===== src/fldq_pkg.sv =====
package fldq_pkg;

    // Defaults for the top-level parameters.
    localparam int QUEUE_DEPTH_DEF = 16;
    localparam int TIME_BITS_DEF   = 48;

    // Fixed field widths.
    localparam int OP_W       = 2;
    localparam int NOW_W      = 48;
    localparam int TAG_W      = 16;
    localparam int SIZE_W     = 8;
    localparam int CSEL_W     = 3;
    localparam int KIND_W     = 2;
    localparam int LAT_W      = 48;
    localparam int CNT_W      = 64;
    localparam int ACC_LAT_W  = 24;
    localparam int LIMIT_W    = 5;
    localparam int CFG_IDX_W  = 1;
    localparam int CFG_DATA_W = 24;

    // A tick emits at most this many completed requests.
    localparam int MAX_RESULTS = 16;
    localparam int MR_W        = $clog2(MAX_RESULTS + 1);

    // Register reset values.
    localparam logic [ACC_LAT_W-1:0] ACC_LAT_RESET = ACC_LAT_W'(10000);
    localparam logic [LIMIT_W-1:0]   LIMIT_RESET   = '0;

    typedef enum logic [OP_W-1:0] {
        OP_PUSH  = 2'd0,
        OP_TICK  = 2'd1,
        OP_CREAD = 2'd2,
        OP_NONE  = 2'd3
    } opcode_t;

    typedef enum logic [KIND_W-1:0] {
        KIND_ACK     = 2'd0,
        KIND_DONE    = 2'd1,
        KIND_COUNTER = 2'd2
    } kind_t;

    typedef enum logic [CFG_IDX_W-1:0] {
        CFG_ACCESS_LATENCY    = 1'b0,
        CFG_OUTSTANDING_LIMIT = 1'b1
    } cfg_index_t;

    // Statistic counter selects.
    localparam logic [CSEL_W-1:0] CSEL_READS       = 3'd0;
    localparam logic [CSEL_W-1:0] CSEL_WRITES      = 3'd1;
    localparam logic [CSEL_W-1:0] CSEL_BYTES_READ  = 3'd2;
    localparam logic [CSEL_W-1:0] CSEL_BYTES_WRITE = 3'd3;
    localparam logic [CSEL_W-1:0] CSEL_READ_LAT    = 3'd4;
    localparam logic [CSEL_W-1:0] CSEL_WRITE_LAT   = 3'd5;
    localparam logic [CSEL_W-1:0] CSEL_PEAK        = 3'd6;
    localparam logic [CSEL_W-1:0] CSEL_BUSY        = 3'd7;

    // One input request as it is latched.
    typedef struct packed {
        logic [OP_W-1:0]   opcode;
        logic [NOW_W-1:0]  now;
        logic [TAG_W-1:0]  request_tag;
        logic              write_req;
        logic              is_writeback;
        logic [SIZE_W-1:0] data_size;
        logic [CSEL_W-1:0] counter_select;
    } req_item_t;

    // One result, less the occupancy whose width follows the queue depth.
    typedef struct packed {
        logic [KIND_W-1:0] kind;
        logic              accepted;
        logic [TAG_W-1:0]  done_tag;
        logic              done_write;
        logic              is_reply;
        logic [LAT_W-1:0]  measured_latency;
        logic [CNT_W-1:0]  counter_value;
        logic              is_full;
        logic              last;
    } rsp_item_t;

    // Commands from the controller to the datapath.
    typedef struct packed {
        logic latch;
        logic push;
        logic cread;
        logic tick;
        logic pop;
        logic flush;
    } ctl_cmd_t;

    // Status from the datapath to the controller.
    typedef struct packed {
        logic [OP_W-1:0] req_opcode;
        logic            occ_zero;
        logic            due;
        logic            out_free;
        logic            pop_last;
        logic            pend_valid;
    } dp_sts_t;

endpackage


===== src/fldq_if.sv =====
interface fldq_req_if;
    import fldq_pkg::*;

    logic              valid;
    logic              ready;
    logic [OP_W-1:0]   opcode;
    logic [NOW_W-1:0]  now;
    logic [TAG_W-1:0]  request_tag;
    logic              write_req;
    logic              is_writeback;
    logic [SIZE_W-1:0] data_size;
    logic [CSEL_W-1:0] counter_select;

    modport source (
        output valid, opcode, now, request_tag, write_req, is_writeback, data_size,
               counter_select,
        input  ready
    );

    modport sink (
        input  valid, opcode, now, request_tag, write_req, is_writeback, data_size,
               counter_select,
        output ready
    );
endinterface

interface fldq_rsp_if #(
    parameter int OCC_W = $clog2(fldq_pkg::QUEUE_DEPTH_DEF + 1)
);
    import fldq_pkg::*;

    logic              valid;
    logic              ready;
    logic [KIND_W-1:0] kind;
    logic              accepted;
    logic [TAG_W-1:0]  done_tag;
    logic              done_write;
    logic              is_reply;
    logic [LAT_W-1:0]  measured_latency;
    logic [CNT_W-1:0]  counter_value;
    logic [OCC_W-1:0]  occupancy;
    logic              is_full;
    logic              last;

    modport source (
        output valid, kind, accepted, done_tag, done_write, is_reply,
               measured_latency, counter_value, occupancy, is_full, last,
        input  ready
    );

    modport sink (
        input  valid, kind, accepted, done_tag, done_write, is_reply,
               measured_latency, counter_value, occupancy, is_full, last,
        output ready
    );
endinterface

interface fldq_cfg_if;
    import fldq_pkg::*;

    logic                  valid;
    logic                  ready;
    logic [CFG_IDX_W-1:0]  index;
    logic [CFG_DATA_W-1:0] data;

    modport source (
        output valid, index, data,
        input  ready
    );

    modport sink (
        input  valid, index, data,
        output ready
    );
endinterface


===== src/fldq_ram.sv =====
module fldq_ram #(
    parameter int WIDTH = 66,
    parameter int DEPTH = 16
) (
    input  logic                     clk,
    input  logic                     we,
    input  logic [$clog2(DEPTH)-1:0] waddr,
    input  logic [WIDTH-1:0]         wdata,
    input  logic [$clog2(DEPTH)-1:0] raddr,
    output logic [WIDTH-1:0]         rdata
);
    logic [WIDTH-1:0] mem [DEPTH];
    logic [WIDTH-1:0] rdata_reg;

    // One write port and one registered read port.
    always_ff @(posedge clk)
    begin
        if (we)
        begin
            mem[waddr] <= wdata;
        end
        rdata_reg <= mem[raddr];
    end

    assign rdata = rdata_reg;
endmodule


===== src/fldq_ctrl.sv =====
module fldq_ctrl (
    input  logic               clk,
    input  logic               rst_n,
    input  logic               in_valid,
    output logic               in_ready,
    input  fldq_pkg::dp_sts_t  sts,
    output fldq_pkg::ctl_cmd_t cmd
);
    import fldq_pkg::*;

    typedef enum logic [6:0] {
        S_IDLE  = 7'b0000001,
        S_PUSH  = 7'b0000010,
        S_CREAD = 7'b0000100,
        S_TICK  = 7'b0001000,
        S_EVAL  = 7'b0010000,
        S_FETCH = 7'b0100000,
        S_FLUSH = 7'b1000000
    } state_t;

    state_t state_reg;
    state_t state_next;

    // A new request is taken only while the sequencer is idle.
    assign in_ready = (state_reg == S_IDLE);

    // Next state and datapath commands.
    always_comb
    begin
        state_next = state_reg;
        cmd        = '0;
        case (state_reg)
            S_IDLE:
            begin
                if (in_valid)
                begin
                    cmd.latch = 1'b1;
                    case (sts.req_opcode)
                        OP_PUSH:  state_next = S_PUSH;
                        OP_TICK:  state_next = S_TICK;
                        OP_CREAD: state_next = S_CREAD;
                        default:  state_next = S_IDLE;
                    endcase
                end
            end
            S_PUSH:
            begin
                if (sts.out_free)
                begin
                    cmd.push   = 1'b1;
                    state_next = S_IDLE;
                end
            end
            S_CREAD:
            begin
                if (sts.out_free)
                begin
                    cmd.cread  = 1'b1;
                    state_next = S_IDLE;
                end
            end
            S_TICK:
            begin
                cmd.tick   = 1'b1;
                state_next = sts.occ_zero ? S_IDLE : S_EVAL;
            end
            S_EVAL:
            begin
                // A due head is popped into the pending slot; the previous
                // pending entry goes out first, so it needs a free output.
                if (sts.due)
                begin
                    if (!sts.pend_valid || sts.out_free)
                    begin
                        cmd.pop    = 1'b1;
                        state_next = sts.pop_last ? S_FLUSH : S_FETCH;
                    end
                end
                else
                begin
                    state_next = sts.pend_valid ? S_FLUSH : S_IDLE;
                end
            end
            S_FETCH:
            begin
                // Wait for the read of the new head.
                state_next = S_EVAL;
            end
            S_FLUSH:
            begin
                if (sts.out_free)
                begin
                    cmd.flush  = 1'b1;
                    state_next = S_IDLE;
                end
            end
            default:
            begin
                state_next = S_IDLE;
            end
        endcase
    end

    always_ff @(posedge clk or negedge rst_n)
    begin
        if (!rst_n)
        begin
            state_reg <= S_IDLE;
        end
        else
        begin
            state_reg <= state_next;
        end
    end
endmodule


===== src/fldq_dp.sv =====
module fldq_dp #(
    parameter int QUEUE_DEPTH = fldq_pkg::QUEUE_DEPTH_DEF,
    parameter int TIME_BITS   = fldq_pkg::TIME_BITS_DEF
) (
    input  logic                                clk,
    input  logic                                rst_n,
    input  fldq_pkg::ctl_cmd_t                  cmd,
    output fldq_pkg::dp_sts_t                   sts,
    input  fldq_pkg::req_item_t                 req_item,
    input  logic                                cfg_we,
    input  logic [fldq_pkg::CFG_IDX_W-1:0]      cfg_index,
    input  logic [fldq_pkg::CFG_DATA_W-1:0]     cfg_data,
    output logic                                out_valid,
    input  logic                                out_ready,
    output fldq_pkg::rsp_item_t                 out_item,
    output logic [$clog2(QUEUE_DEPTH+1)-1:0]    out_occupancy
);
    import fldq_pkg::*;

    localparam int IDX_W = $clog2(QUEUE_DEPTH);
    localparam int OCC_W = $clog2(QUEUE_DEPTH + 1);
    localparam int CMP_W = (TIME_BITS > NOW_W) ? TIME_BITS : NOW_W;
    localparam int ENT_W = TIME_BITS + TAG_W + 2;

    // Configuration.
    logic [ACC_LAT_W-1:0] acc_lat_reg;
    logic [LIMIT_W-1:0]   limit_reg;

    // Queue control.
    req_item_t        item_reg;
    logic [IDX_W-1:0] head_reg;
    logic [IDX_W-1:0] tail_reg;
    logic [OCC_W-1:0] occ_reg;
    logic [MR_W-1:0]  n_reg;

    // Statistics.
    logic [CNT_W-1:0] read_count_reg;
    logic [CNT_W-1:0] write_count_reg;
    logic [CNT_W-1:0] bytes_read_reg;
    logic [CNT_W-1:0] bytes_written_reg;
    logic [CNT_W-1:0] read_lat_sum_reg;
    logic [CNT_W-1:0] write_lat_sum_reg;
    logic [OCC_W-1:0] peak_reg;
    logic [CNT_W-1:0] busy_reg;

    // Popped entry held until it is known whether it is the last one.
    rsp_item_t        pend_item_reg;
    logic [OCC_W-1:0] pend_occ_reg;
    logic             lat_add_reg;

    // Output register.
    logic             out_valid_reg;
    rsp_item_t        out_item_reg;
    logic [OCC_W-1:0] out_occ_reg;

    // Combinational values.
    logic                 lim_gt;
    logic [OCC_W-1:0]     cur_limit;
    logic                 full_now;
    logic                 push_ok;
    logic [OCC_W-1:0]     occ_push;
    logic [OCC_W-1:0]     occ_pop;
    logic [MR_W-1:0]      n_next;
    logic [CMP_W:0]       ready_sum;
    logic [TIME_BITS-1:0] ready_time;
    logic [ENT_W-1:0]     ram_wdata;
    logic [ENT_W-1:0]     ram_rdata;
    logic [TIME_BITS-1:0] rd_ready;
    logic [TIME_BITS-1:0] lat_ext;
    logic [TIME_BITS-1:0] pushed;
    logic [LAT_W-1:0]     meas_lat;
    logic [CNT_W-1:0]     counter_sel;
    logic                 out_load;
    rsp_item_t            out_item_next;
    logic [OCC_W-1:0]     out_occ_next;
    rsp_item_t            pop_item;
    logic [IDX_W-1:0]     head_inc;
    logic [IDX_W-1:0]     tail_inc;

    // Effective limit: zero or anything above the depth means the depth.
    assign lim_gt    = 8'(limit_reg) > 8'(QUEUE_DEPTH);
    assign cur_limit = ((limit_reg == '0) || lim_gt) ? OCC_W'(QUEUE_DEPTH)
                                                     : OCC_W'(limit_reg);
    assign full_now  = occ_reg >= cur_limit;
    assign push_ok   = !full_now;
    assign occ_push  = occ_reg + OCC_W'(1);
    assign occ_pop   = occ_reg - OCC_W'(1);
    assign n_next    = n_reg + MR_W'(1);

    // Circular pointers for any depth.
    assign head_inc = (head_reg == IDX_W'(QUEUE_DEPTH - 1)) ? '0 : head_reg + IDX_W'(1);
    assign tail_inc = (tail_reg == IDX_W'(QUEUE_DEPTH - 1)) ? '0 : tail_reg + IDX_W'(1);

    // Ready time, saturated at the largest time value.
    assign ready_sum  = (CMP_W + 1)'(item_reg.now) + (CMP_W + 1)'(acc_lat_reg);
    assign ready_time = ((ready_sum >> TIME_BITS) != '0) ? '1
                                                         : ready_sum[TIME_BITS-1:0];
    assign ram_wdata  = {ready_time, item_reg.is_writeback, item_reg.write_req,
                         item_reg.request_tag};

    fldq_ram #(
        .WIDTH (ENT_W),
        .DEPTH (QUEUE_DEPTH)
    ) u_ram (
        .clk   (clk),
        .we    (cmd.push && push_ok),
        .waddr (tail_reg),
        .wdata (ram_wdata),
        .raddr (head_reg),
        .rdata (ram_rdata)
    );

    // Head entry decode and measured latency.
    assign rd_ready = ram_rdata[ENT_W-1 -: TIME_BITS];
    assign lat_ext  = TIME_BITS'(acc_lat_reg);
    assign pushed   = (rd_ready >= lat_ext) ? (rd_ready - lat_ext) : '0;
    assign meas_lat = item_reg.now - LAT_W'(pushed);

    always_comb
    begin
        pop_item                  = '0;
        pop_item.kind             = KIND_DONE;
        pop_item.done_tag         = ram_rdata[TAG_W-1:0];
        pop_item.done_write       = ram_rdata[TAG_W];
        pop_item.is_reply         = !ram_rdata[TAG_W+1];
        pop_item.measured_latency = meas_lat;
        pop_item.is_full          = occ_pop >= cur_limit;
        pop_item.last             = 1'b0;
    end

    // Status to the controller.
    assign sts.req_opcode = req_item.opcode;
    assign sts.occ_zero   = (occ_reg == '0);
    assign sts.due        = CMP_W'(item_reg.now) >= CMP_W'(rd_ready);
    assign sts.out_free   = !out_valid_reg || out_ready;
    assign sts.pop_last   = (occ_pop == '0) || (n_next == MR_W'(MAX_RESULTS));
    assign sts.pend_valid = (n_reg != '0);

    // Statistic counter selection.
    always_comb
    begin
        case (item_reg.counter_select)
            CSEL_READS:       counter_sel = read_count_reg;
            CSEL_WRITES:      counter_sel = write_count_reg;
            CSEL_BYTES_READ:  counter_sel = bytes_read_reg;
            CSEL_BYTES_WRITE: counter_sel = bytes_written_reg;
            CSEL_READ_LAT:    counter_sel = read_lat_sum_reg;
            CSEL_WRITE_LAT:   counter_sel = write_lat_sum_reg;
            CSEL_PEAK:        counter_sel = CNT_W'(peak_reg);
            CSEL_BUSY:        counter_sel = busy_reg;
            default:          counter_sel = busy_reg;
        endcase
    end

    // Output register load.
    always_comb
    begin
        out_load      = 1'b0;
        out_item_next = '0;
        out_occ_next  = '0;
        if (cmd.push)
        begin
            out_load               = 1'b1;
            out_item_next.kind     = KIND_ACK;
            out_item_next.accepted = push_ok;
            out_item_next.is_full  = push_ok ? (occ_push >= cur_limit) : 1'b1;
            out_item_next.last     = 1'b1;
            out_occ_next           = push_ok ? occ_push : occ_reg;
        end
        else if (cmd.cread)
        begin
            out_load                    = 1'b1;
            out_item_next.kind          = KIND_COUNTER;
            out_item_next.counter_value = counter_sel;
            out_item_next.is_full       = full_now;
            out_item_next.last          = 1'b1;
            out_occ_next                = occ_reg;
        end
        else if (cmd.flush || (cmd.pop && sts.pend_valid))
        begin
            out_load           = 1'b1;
            out_item_next      = pend_item_reg;
            out_item_next.last = cmd.flush;
            out_occ_next       = pend_occ_reg;
        end
    end

    // Request latch, pending entry and output payload.
    always_ff @(posedge clk)
    begin
        if (cmd.latch)
        begin
            item_reg <= req_item;
        end
        if (cmd.pop)
        begin
            pend_item_reg <= pop_item;
            pend_occ_reg  <= occ_pop;
        end
        if (out_load)
        begin
            out_item_reg <= out_item_next;
            out_occ_reg  <= out_occ_next;
        end
    end

    // Configuration, queue control and statistics.
    always_ff @(posedge clk or negedge rst_n)
    begin
        if (!rst_n)
        begin
            acc_lat_reg       <= ACC_LAT_RESET;
            limit_reg         <= LIMIT_RESET;
            head_reg          <= '0;
            tail_reg          <= '0;
            occ_reg           <= '0;
            n_reg             <= '0;
            read_count_reg    <= '0;
            write_count_reg   <= '0;
            bytes_read_reg    <= '0;
            bytes_written_reg <= '0;
            read_lat_sum_reg  <= '0;
            write_lat_sum_reg <= '0;
            peak_reg          <= '0;
            busy_reg          <= '0;
            lat_add_reg       <= 1'b0;
            out_valid_reg     <= 1'b0;
        end
        else
        begin
            if (cfg_we)
            begin
                case (cfg_index)
                    CFG_ACCESS_LATENCY:    acc_lat_reg <= cfg_data[ACC_LAT_W-1:0];
                    CFG_OUTSTANDING_LIMIT: limit_reg   <= cfg_data[LIMIT_W-1:0];
                    default:               limit_reg   <= limit_reg;
                endcase
            end

            // Accepted push: store at the tail and count it.
            if (cmd.push && push_ok)
            begin
                tail_reg <= tail_inc;
                occ_reg  <= occ_push;
                if (item_reg.write_req)
                begin
                    write_count_reg   <= write_count_reg + CNT_W'(1);
                    bytes_written_reg <= bytes_written_reg + CNT_W'(item_reg.data_size);
                end
                else
                begin
                    read_count_reg <= read_count_reg + CNT_W'(1);
                    bytes_read_reg <= bytes_read_reg + CNT_W'(item_reg.data_size);
                end
                if (occ_push > peak_reg)
                begin
                    peak_reg <= occ_push;
                end
            end

            // Tick start: count a busy cycle and reset the emit count.
            if (cmd.tick)
            begin
                n_reg <= '0;
                if (occ_reg != '0)
                begin
                    busy_reg <= busy_reg + CNT_W'(1);
                end
            end

            // Pop of a due head entry.
            if (cmd.pop)
            begin
                head_reg <= head_inc;
                occ_reg  <= occ_pop;
                n_reg    <= n_next;
            end

            // Latency sum of the entry popped in the previous cycle.
            lat_add_reg <= cmd.pop;
            if (lat_add_reg)
            begin
                if (pend_item_reg.done_write)
                begin
                    write_lat_sum_reg <= write_lat_sum_reg
                                         + CNT_W'(pend_item_reg.measured_latency);
                end
                else
                begin
                    read_lat_sum_reg <= read_lat_sum_reg
                                        + CNT_W'(pend_item_reg.measured_latency);
                end
            end

            if (out_load)
            begin
                out_valid_reg <= 1'b1;
            end
            else if (out_ready)
            begin
                out_valid_reg <= 1'b0;
            end
        end
    end

    assign out_valid     = out_valid_reg;
    assign out_item      = out_item_reg;
    assign out_occupancy = out_occ_reg;
endmodule


===== src/fixed_latency_request_delay_queue.sv =====
// Fixed-latency request delay queue.
// The req channel carries one operation per request: a push of a memory request,
// a tick that drains expired entries at the given cycle number, or a read of
// one statistic counter. The rsp channel returns the results; cfg writes the
// CFG_ACCESS_LATENCY and CFG_OUTSTANDING_LIMIT registers. The user is to
// write them only while idle; the block itself does not enforce this.
// A push is latched, then offers one acknowledge from the output register once
// that register is free; an accepted push stores the ready time now + access
// latency in a queue memory. A counter read offers its value the same way.
// A tick emits at most 16 entries and stops on an empty queue, the sixteenth
// entry or an entry not yet due: each head is read from the registered-read
// memory before its due check, and each popped entry is held until it is
// known whether it is the last one, which is then flagged.
// A new request is taken only after the previous one is fully handled.
// Reset empties the queue, clears all counters and loads the register
// defaults; no clearing pass is needed. When the receiver stalls, the output
// register holds the result and the sequencer waits before the next one.
module fixed_latency_request_delay_queue #(
    parameter int QUEUE_DEPTH = fldq_pkg::QUEUE_DEPTH_DEF,
    parameter int TIME_BITS   = fldq_pkg::TIME_BITS_DEF
) (
    input  logic            clk,
    input  logic            rst_n,
    fldq_req_if.sink        req,
    fldq_rsp_if.source      rsp,
    fldq_cfg_if.sink        cfg
);
    import fldq_pkg::*;

    ctl_cmd_t  cmd;
    dp_sts_t   sts;
    req_item_t req_item;
    rsp_item_t out_item;

    // Request payload packing.
    assign req_item.opcode         = req.opcode;
    assign req_item.now            = req.now;
    assign req_item.request_tag    = req.request_tag;
    assign req_item.write_req      = req.write_req;
    assign req_item.is_writeback   = req.is_writeback;
    assign req_item.data_size      = req.data_size;
    assign req_item.counter_select = req.counter_select;

    // Configuration writes are always taken.
    assign cfg.ready = 1'b1;

    fldq_ctrl u_ctrl (
        .clk      (clk),
        .rst_n    (rst_n),
        .in_valid (req.valid),
        .in_ready (req.ready),
        .sts      (sts),
        .cmd      (cmd)
    );

    fldq_dp #(
        .QUEUE_DEPTH (QUEUE_DEPTH),
        .TIME_BITS   (TIME_BITS)
    ) u_dp (
        .clk           (clk),
        .rst_n         (rst_n),
        .cmd           (cmd),
        .sts           (sts),
        .req_item      (req_item),
        .cfg_we        (cfg.valid),
        .cfg_index     (cfg.index),
        .cfg_data      (cfg.data),
        .out_valid     (rsp.valid),
        .out_ready     (rsp.ready),
        .out_item      (out_item),
        .out_occupancy (rsp.occupancy)
    );

    // Result payload unpacking.
    assign rsp.kind             = out_item.kind;
    assign rsp.accepted         = out_item.accepted;
    assign rsp.done_tag         = out_item.done_tag;
    assign rsp.done_write       = out_item.done_write;
    assign rsp.is_reply         = out_item.is_reply;
    assign rsp.measured_latency = out_item.measured_latency;
    assign rsp.counter_value    = out_item.counter_value;
    assign rsp.is_full          = out_item.is_full;
    assign rsp.last             = out_item.last;
endmodule


===== src/flat_wrapper.sv =====
// flat-port wrapper written by rule: the top's interface ports become plain ports
module fixed_latency_request_delay_queue_flat import fldq_pkg::*;
#(
    parameter int QUEUE_DEPTH = fldq_pkg::QUEUE_DEPTH_DEF,
    parameter int TIME_BITS   = fldq_pkg::TIME_BITS_DEF
)
  (clk, rst_n, req_valid, req_opcode, req_now, req_request_tag, req_write_req, req_is_writeback, req_data_size, req_counter_select, req_ready, rsp_valid, rsp_kind, rsp_accepted, rsp_done_tag, rsp_done_write, rsp_is_reply, rsp_measured_latency, rsp_counter_value, rsp_occupancy, rsp_is_full, rsp_last, rsp_ready, cfg_valid, cfg_index, cfg_data, cfg_ready);
  fldq_req_if req_i ();
  fldq_rsp_if rsp_i ();
  fldq_cfg_if cfg_i ();
  input  logic clk;
  input  logic rst_n;
  input wire logic [$bits(req_i.valid)-1:0] req_valid;
  input wire logic [$bits(req_i.opcode)-1:0] req_opcode;
  input wire logic [$bits(req_i.now)-1:0] req_now;
  input wire logic [$bits(req_i.request_tag)-1:0] req_request_tag;
  input wire logic [$bits(req_i.write_req)-1:0] req_write_req;
  input wire logic [$bits(req_i.is_writeback)-1:0] req_is_writeback;
  input wire logic [$bits(req_i.data_size)-1:0] req_data_size;
  input wire logic [$bits(req_i.counter_select)-1:0] req_counter_select;
  output wire logic [$bits(req_i.ready)-1:0] req_ready;
  output wire logic [$bits(rsp_i.valid)-1:0] rsp_valid;
  output wire logic [$bits(rsp_i.kind)-1:0] rsp_kind;
  output wire logic [$bits(rsp_i.accepted)-1:0] rsp_accepted;
  output wire logic [$bits(rsp_i.done_tag)-1:0] rsp_done_tag;
  output wire logic [$bits(rsp_i.done_write)-1:0] rsp_done_write;
  output wire logic [$bits(rsp_i.is_reply)-1:0] rsp_is_reply;
  output wire logic [$bits(rsp_i.measured_latency)-1:0] rsp_measured_latency;
  output wire logic [$bits(rsp_i.counter_value)-1:0] rsp_counter_value;
  output wire logic [$bits(rsp_i.occupancy)-1:0] rsp_occupancy;
  output wire logic [$bits(rsp_i.is_full)-1:0] rsp_is_full;
  output wire logic [$bits(rsp_i.last)-1:0] rsp_last;
  input wire logic [$bits(rsp_i.ready)-1:0] rsp_ready;
  input wire logic [$bits(cfg_i.valid)-1:0] cfg_valid;
  input wire logic [$bits(cfg_i.index)-1:0] cfg_index;
  input wire logic [$bits(cfg_i.data)-1:0] cfg_data;
  output wire logic [$bits(cfg_i.ready)-1:0] cfg_ready;
  assign req_i.valid = req_valid;
  assign req_i.opcode = req_opcode;
  assign req_i.now = req_now;
  assign req_i.request_tag = req_request_tag;
  assign req_i.write_req = req_write_req;
  assign req_i.is_writeback = req_is_writeback;
  assign req_i.data_size = req_data_size;
  assign req_i.counter_select = req_counter_select;
  assign req_ready = req_i.ready;
  assign rsp_valid = rsp_i.valid;
  assign rsp_kind = rsp_i.kind;
  assign rsp_accepted = rsp_i.accepted;
  assign rsp_done_tag = rsp_i.done_tag;
  assign rsp_done_write = rsp_i.done_write;
  assign rsp_is_reply = rsp_i.is_reply;
  assign rsp_measured_latency = rsp_i.measured_latency;
  assign rsp_counter_value = rsp_i.counter_value;
  assign rsp_occupancy = rsp_i.occupancy;
  assign rsp_is_full = rsp_i.is_full;
  assign rsp_last = rsp_i.last;
  assign rsp_i.ready = rsp_ready;
  assign cfg_i.valid = cfg_valid;
  assign cfg_i.index = cfg_index;
  assign cfg_i.data = cfg_data;
  assign cfg_ready = cfg_i.ready;
  fixed_latency_request_delay_queue #(.QUEUE_DEPTH(QUEUE_DEPTH), .TIME_BITS(TIME_BITS)) u_core (.clk(clk), .rst_n(rst_n), .req(req_i), .rsp(rsp_i), .cfg(cfg_i));
endmodule

===== config.mk =====
export PLATFORM = sky130hd
export DESIGN_NAME = fixed_latency_request_delay_queue_flat
export DESIGN_NICKNAME = d
export VERILOG_FILES = /design/src/fldq_pkg.sv /design/src/fldq_if.sv /design/src/fldq_ram.sv /design/src/fldq_ctrl.sv /design/src/fldq_dp.sv /design/src/fixed_latency_request_delay_queue.sv /design/src/flat_wrapper.sv
export SDC_FILE = /design/constraint.sdc
export NUM_CORES = 2
export LEC_CHECK = 0
export BUFFER_PORTS_ARGS = -buffer_cell sky130_fd_sc_hd__clkbuf_2
export CELL_PAD_IN_SITES_DETAIL_PLACEMENT = 1
export CELL_PAD_IN_SITES_GLOBAL_PLACEMENT = 2
export CORE_MARGIN = 3
export CORE_UTILIZATION = 51
export CTS_BUF_LIST = sky130_fd_sc_hd__clkbuf_8
export CTS_CLUSTER_SIZE = 28
export DETAILED_ROUTE_END_ITERATION = 7
export PLACE_DENSITY = 0.92
export SETUP_SLACK_MARGIN = 0.05
export SLEW_MARGIN = 30
export SYNTH_ARGS = -nofsm -noshare
export SYNTH_HDL_FRONTEND = slang
export SYNTH_SLANG_ARGS = --single-unit

===== constraint.sdc =====
create_clock -name clk -period 8.95 [get_ports clk]
set_input_delay 2.685 -clock clk [delete_from_list [all_inputs] [get_ports clk]]
set_output_delay 2.685 -clock clk [all_outputs]
set_load 0.01 [all_outputs]

Word-level counts from Yosys, hierarchy flattened --
Memory sizes are Yosys's and may differ from the RTL's. A register that Yosys moved wholly into a read port is not among the register bits. Index checks and enable logic that the tools add are counted.
Cells by class: muxes and demuxes 47, equality and inequality tests 22, shifts and indexed selects 0, reduce and logical (&&, ||, !) cells 33, add/subtract/negate cells 15, bitwise operators 4, divide/modulo/power cells 0, multipliers 0, $lt $le $gt $ge 7
Operators by type and width (number):
- $pmux 64 s8 | 1
- $add 64x1->64 const B | 3
- $mux 134 | 1
- $add 64x48->64 | 2
- $add 64x8->64 | 2
- $mux 48 | 2
- $mux 67 | 1
- $mux 66 | 1
- $mux 5 | 10
- $add 48x24->49 | 1
- $ge 48x24->1 | 1
- $ge 48x48->1 | 1
- $sub 48x24->48 | 1
- $sub 48x48->48 | 1
- $mux 7 | 6
- $pmux 7 s5 | 1
- $mux 1 | 19
- $reduce_and 2->1 | 8
- $ge 5x5->1 | 3
- $logic_not 5->1 | 3
- $eq 3x3->1 const B | 4
- $pmux 4 s3 | 1
- $add 5x1->5 const B | 2
- $reduce_bool 5->1 | 2
- 32 further kinds | 51
Storage, ports and cells: bits of input ports 109, memories 1, latch bits 0, output and inout port bits 143, bits in writable memories 1056, memory bits (read-only) 0, bits in registers 798
Memory list:
- u_core.u_dp.u_ram.mem | depth 16, bits a word 66, read ports 1, clocked after memory_dff 1, write ports 1, line fldq_ram.sv:12 | logic [WIDTH-1:0] mem [DEPTH];

Logic depth before layout (Yosys ltp) --
depth in word-level cells 12, gate-level depth with buffers 27

Hierarchy --
From an unflattened synthesis, not the netlist that was laid out.
Unflattened totals: cells, all modules 6627, area, all modules 88695.1 µm²
Modules (own cells, without submodules):
- fldq_dp | times used 1, area an instance 47372.9 µm², cells an instance 4874, sequential area each 21246.6 µm²
- fldq_ram | times used 1, area an instance 40799.1 µm², cells an instance 1698, sequential area each 33031.7 µm²
- fldq_ctrl | times used 1, area an instance 511.7 µm², cells an instance 53, sequential area each 176.4 µm²
- fixed_latency_request_delay_queue | times used 1, area an instance 11.3 µm², cells an instance 2, sequential area each 0.0 µm²

Least setup slack after synthesis --
OpenSTA, ideal clock, no wires.
path type input to register, start point input port req_valid, end point register u_core.u_dp.item_reg[0] (netlist bit), enable pin, setup time 0.513 ns, stages 2, buffers on the path 0, setup slack 2.510 ns, arrival time 5.927 ns, path through inv_1 nor2_1
RTL lines:
- start, declared | line flat_wrapper.sv:13 | input wire logic [$bits(req_i.valid)-1:0] req_valid;
- end signal, assigned | line fldq_dp.sv:193 | item_reg <= req_item;
- end, declared | line fldq_dp.sv:30 | req_item_t item_reg;

Final worst setup path --
start point register u_core.u_dp.u_ram.rdata_reg[18] (netlist: u_core.u_dp.u_ram.rdata[18]), read port of u_core.u_dp.u_ram.mem, end point register u_core.u_dp.pend_item_reg[110] (netlist bit) (data pin)
Between the ends: word-level cells in the longest chain between the ends 3, elaborated cells on any way between the ends 4
Ends and longest elaborated chain:
- start, declared | line fldq_ram.sv:13 | logic [WIDTH-1:0] rdata_reg;
- $sub 48x24->48 / $ge 48x24->1 (equally long branches) | line fldq_dp.sv:116 | assign pushed = (rd_ready >= lat_ext) ? (rd_ready - lat_ext) : '0;
- $mux 48 * | line fldq_dp.sv:116
- $sub 48x48->48 * | line fldq_dp.sv:117 | assign meas_lat = item_reg.now - LAT_W'(pushed);
- via u_core.u_dp.meas_lat[44] | line fldq_dp.sv:71 | logic [LAT_W-1:0] meas_lat;
- end signal, assigned | line fldq_dp.sv:197 | pend_item_reg <= pop_item;
- end, declared | line fldq_dp.sv:47 | rsp_item_t pend_item_reg;
Mark *: on every way through the listed nets, which the timed path passes. The rest lies on a longest branch. A chain may end at the register's enable or synchronous reset.

==> flow_summary_export.csv <==
group,metric,value,unit
placed_design,globalplace.congestion,0.886,
status,status,"finished, final reports clean",
floorplan,start_util,0.516,
layout,fin_nets,7160,
setup_path,r2r_slack,1.24,ns
setup_path,path_buf_inv,1,
clocking,clock_path_buffers,4,
timing,rsz0062_at_grt,"no",
placed_design,hpwl,167,mm
global_route,first_global_vias,60700,
setup_path,worstPathArrival,8.47,ns
setup_path,reg2reg_to,"u_core.u_dp.pend_item_reg[110]",
clocking,cts-hold-fix-buffers,0,
setup_path,crit_type,"reg2reg",
drt,drt_iter0_markers,6047,
hold_path,hp-start,"u_core.u_dp.u_ram.rdata[0]",
global_route,grt_max_degree,167,
clocking,post_cts_buffers,0,
setup_path,cp_top_family,"compound AO/OA/AOI/OAI gates",
synthesis,ys_warn_count,0,
timing,setup_tns,0,ns
timing,slew_headroom,0.273,
layout,syn2layout_area_growth,11.7,%
setup_path,r2r_start,"u_core.u_dp.u_ram.rdata[18]",
timing,report.final.hold_viol_count,0,
synthesis,syn_inst,6320,
synthesis,synth_edf_count,1345,
placed_design,pre_cts_slack,1.32,ns
layout,fill_cells,16500,
synthesis,yosys_most_used_dff,"edfxtp_1",
clocking,cts_sinks,1920,
synthesis,ys_types,89,
timing,finalCritPeriodShare,0.862,
floorplan,die-height,421,µm
timing,maxSlewViolCount,0,
drt,drt-total-wl,262,mm
pwr,p_per_area,285,mW/mm²
timing,setup_viol,0,
synthesis,synth_nets,6725,
clocking,cts_tree,"yes",
floorplan,rows,151,
pwr,p_total,0.0280,W
hold_path,worstHoldEndpoint,"u_core.u_dp.pend_item_reg[116]",
synthesis,yosys.area.top_type,"edfxtp_1",
clocking,cts_root_buffer,"clkbuf_8",
synthesis,yosysMostFrequentCell,"edfxtp_1",
placed_design,io_buffers,250,
clocking,postCtsResizedCells,0,
setup_path,reg2reg_depth,25,
synthesis,synth_area_leaders,"edfxtp_1 46%, dfrtp_1 14%, mux4_2 8.5%, ha_1 4.1%, xnor2_1 4.0%",
setup_path,max_stage_delay,0.59,ns
timing,finalClockSkew,0.0989,ns
synthesis,synth_area,0.0878,mm²
global_route,overflow,0,
drt,routedWlPerCell,28.2,µm
pwr,peakVddDrop,0.258,mV
clocking,path_clk_slew,0.08,ns
synthesis,synth_async_sr_flop_share,0.265,
flow_run,drv_cap,0,
timing,min_period,7.71,ns
clocking,cts-htree-levels,5,
drt,num_vias,57100,
setup_path,critical_path.startpoint_type,"register",
floorplan,ios,252,
setup_path,crit_path_top_delay_cell,"a311oi_1",
synthesis,netlist.area_leader.share,0.460,
layout,fin_util,0.577,
layout,drive_gt1_frac,0.175,
timing,worst_pin_slew,1.08,ns
setup_path,cpMostUsedCell,"a21oi_1",
drt,remaining_drc_errors,0,
setup_path,cp_max_fo,18,
global_route,grt_usage,0.295,
synthesis,avgSynthCellArea,13.9,µm²
synthesis,yosys-top-cells-count,"1,345 x edfxtp_1, 602 x nand2_1, 503 x dfrtp_1, 397 x xnor2_1, 349 x o21ai_0",
hold_path,min_path_cells,0,
floorplan,dieWidth,421,µm
timing,worst_slack,1.24,ns
clocking,clk_latency,1.10,ns
setup_path,required,9.71,ns
hold_path,hp-class,"reg2reg",
drt,via_per_inst,6.15,
global_route,grt_antenna_before_repair,16,
floorplan,core_region_area,0.170,mm²
synthesis,ys_ff_latch,1920,
global_route,grt_pass1_wl,395,mm
drt,drtPass1Iterations,8,
synthesis,ys_seq_area_frac,0.620,
drt,ant_nets,0,
clocking,cts_made_buffers,335,
pwr,power.leakage,37.6,nW
setup_path,crit_path_end_kind,"register",
layout,largest_reg_flops,1056,
timing,max_freq,130,MHz
floorplan,die-area,0.177,mm²
-- worst max path at each step --
stage / startpoint / endpoint / slack, ns / cells past startpoint
floorplan: req_valid / u_core.u_dp.item_reg[0] / 2.51 / 2
global placement: u_core.u_dp.acc_lat_reg[0] / u_core.u_dp.pend_item_reg[110] / 1.48 / 24
detailed placement: u_core.u_dp.acc_lat_reg[0] / u_core.u_dp.pend_item_reg[110] / 1.32 / 24
CTS: u_core.u_dp.acc_lat_reg[0] / u_core.u_dp.pend_item_reg[110] / 1.23 / 24
global route: u_core.u_dp.u_ram.rdata[18] / u_core.u_dp.pend_item_reg[110] / 0.63 / 25
finish: u_core.u_dp.u_ram.rdata[18] / u_core.u_dp.pend_item_reg[110] / 1.24 / 25
-- metal layers --
metal | track usage | vias up | share of wire
li1 | - | 24900 | -
met3 | 0.0472 | 548 | 0.067
met4 | 0.124 | 2 | 0.044
met2 | 0.500 | 2483 | 0.50
met1 | 0.377 | 29200 | 0.39
met5 | 0 | - | 0.000042
-- placed cells by master (no fill, tap or decap), types with 37 or more instances in the layout --
master and n:
a21o_1 162, a21oi_1 270, a22oi_1 40, a31oi_1 43, and2_1 80, and3_1 117, buf_4 69, clkbuf_2 249
clkbuf_8 372, clkinv_1 46, clkinv_2 37, dfrtp_1 499, dfxtp_1 66, edfxtp_1 1345, ha_1 289, inv_1 300
mux2_2 51, mux4_2 332, nand2_1 601, nand2b_1 43, nand3_1 180, nand4_1 95, nor2_1 228, nor2b_1 38
nor3_1 54, o21ai_0 348, xnor2_1 397, xor2_1 152
-- final cells by class --
type                    count  area, µm²  area share
multi-input cells        3971      31900       0.325
diodes                      9       22.5    0.000229
well taps                2295       2870      0.0293
flip-flops and latches   1920      54500       0.555
clock buffers             372       5120      0.0522
inverters                 195        732     0.00746
clock inverters           200        931     0.00949
repair buffers            332       2070      0.0211
-- per-stage QoR --
step / instances / hold WS, ns / instance area, µm²
CTS: 9280 / 0.396 / 98000
finish: 9294 / 0.390 / 98100
global route: 9293 / 0.393 / 98100
global placement: 8707 / 0.388 / 91900
detailed placement: 8708 / 0.391 / 91900
floorplan: 6320 / 0.386 / 87800
-- power by group --
part           internal, W  leakage, nW  switching (W)
registers           0.0111         19.6       0.000907
clock network      0.00390         3.53        0.00371
logic              0.00327         14.5        0.00507
-- logic make-up (layout without fill, tap and decap cells) --
group	Yosys count	count (layout)	share of synthesized area
AOI/OAI and AO/OA	1160	1160	0.0845
xor gates and xnor gates	549	549	0.0548
adders and majority gates	296	296	0.0428
buffers and inverters	429	1099	0.0184
DFF	1920	1920	0.620
muxes	392	392	0.0927
other	1	10	0.0000427
and+or+nand+nor	1573	1573	0.0868
Power figures use the tool's default switching activity.
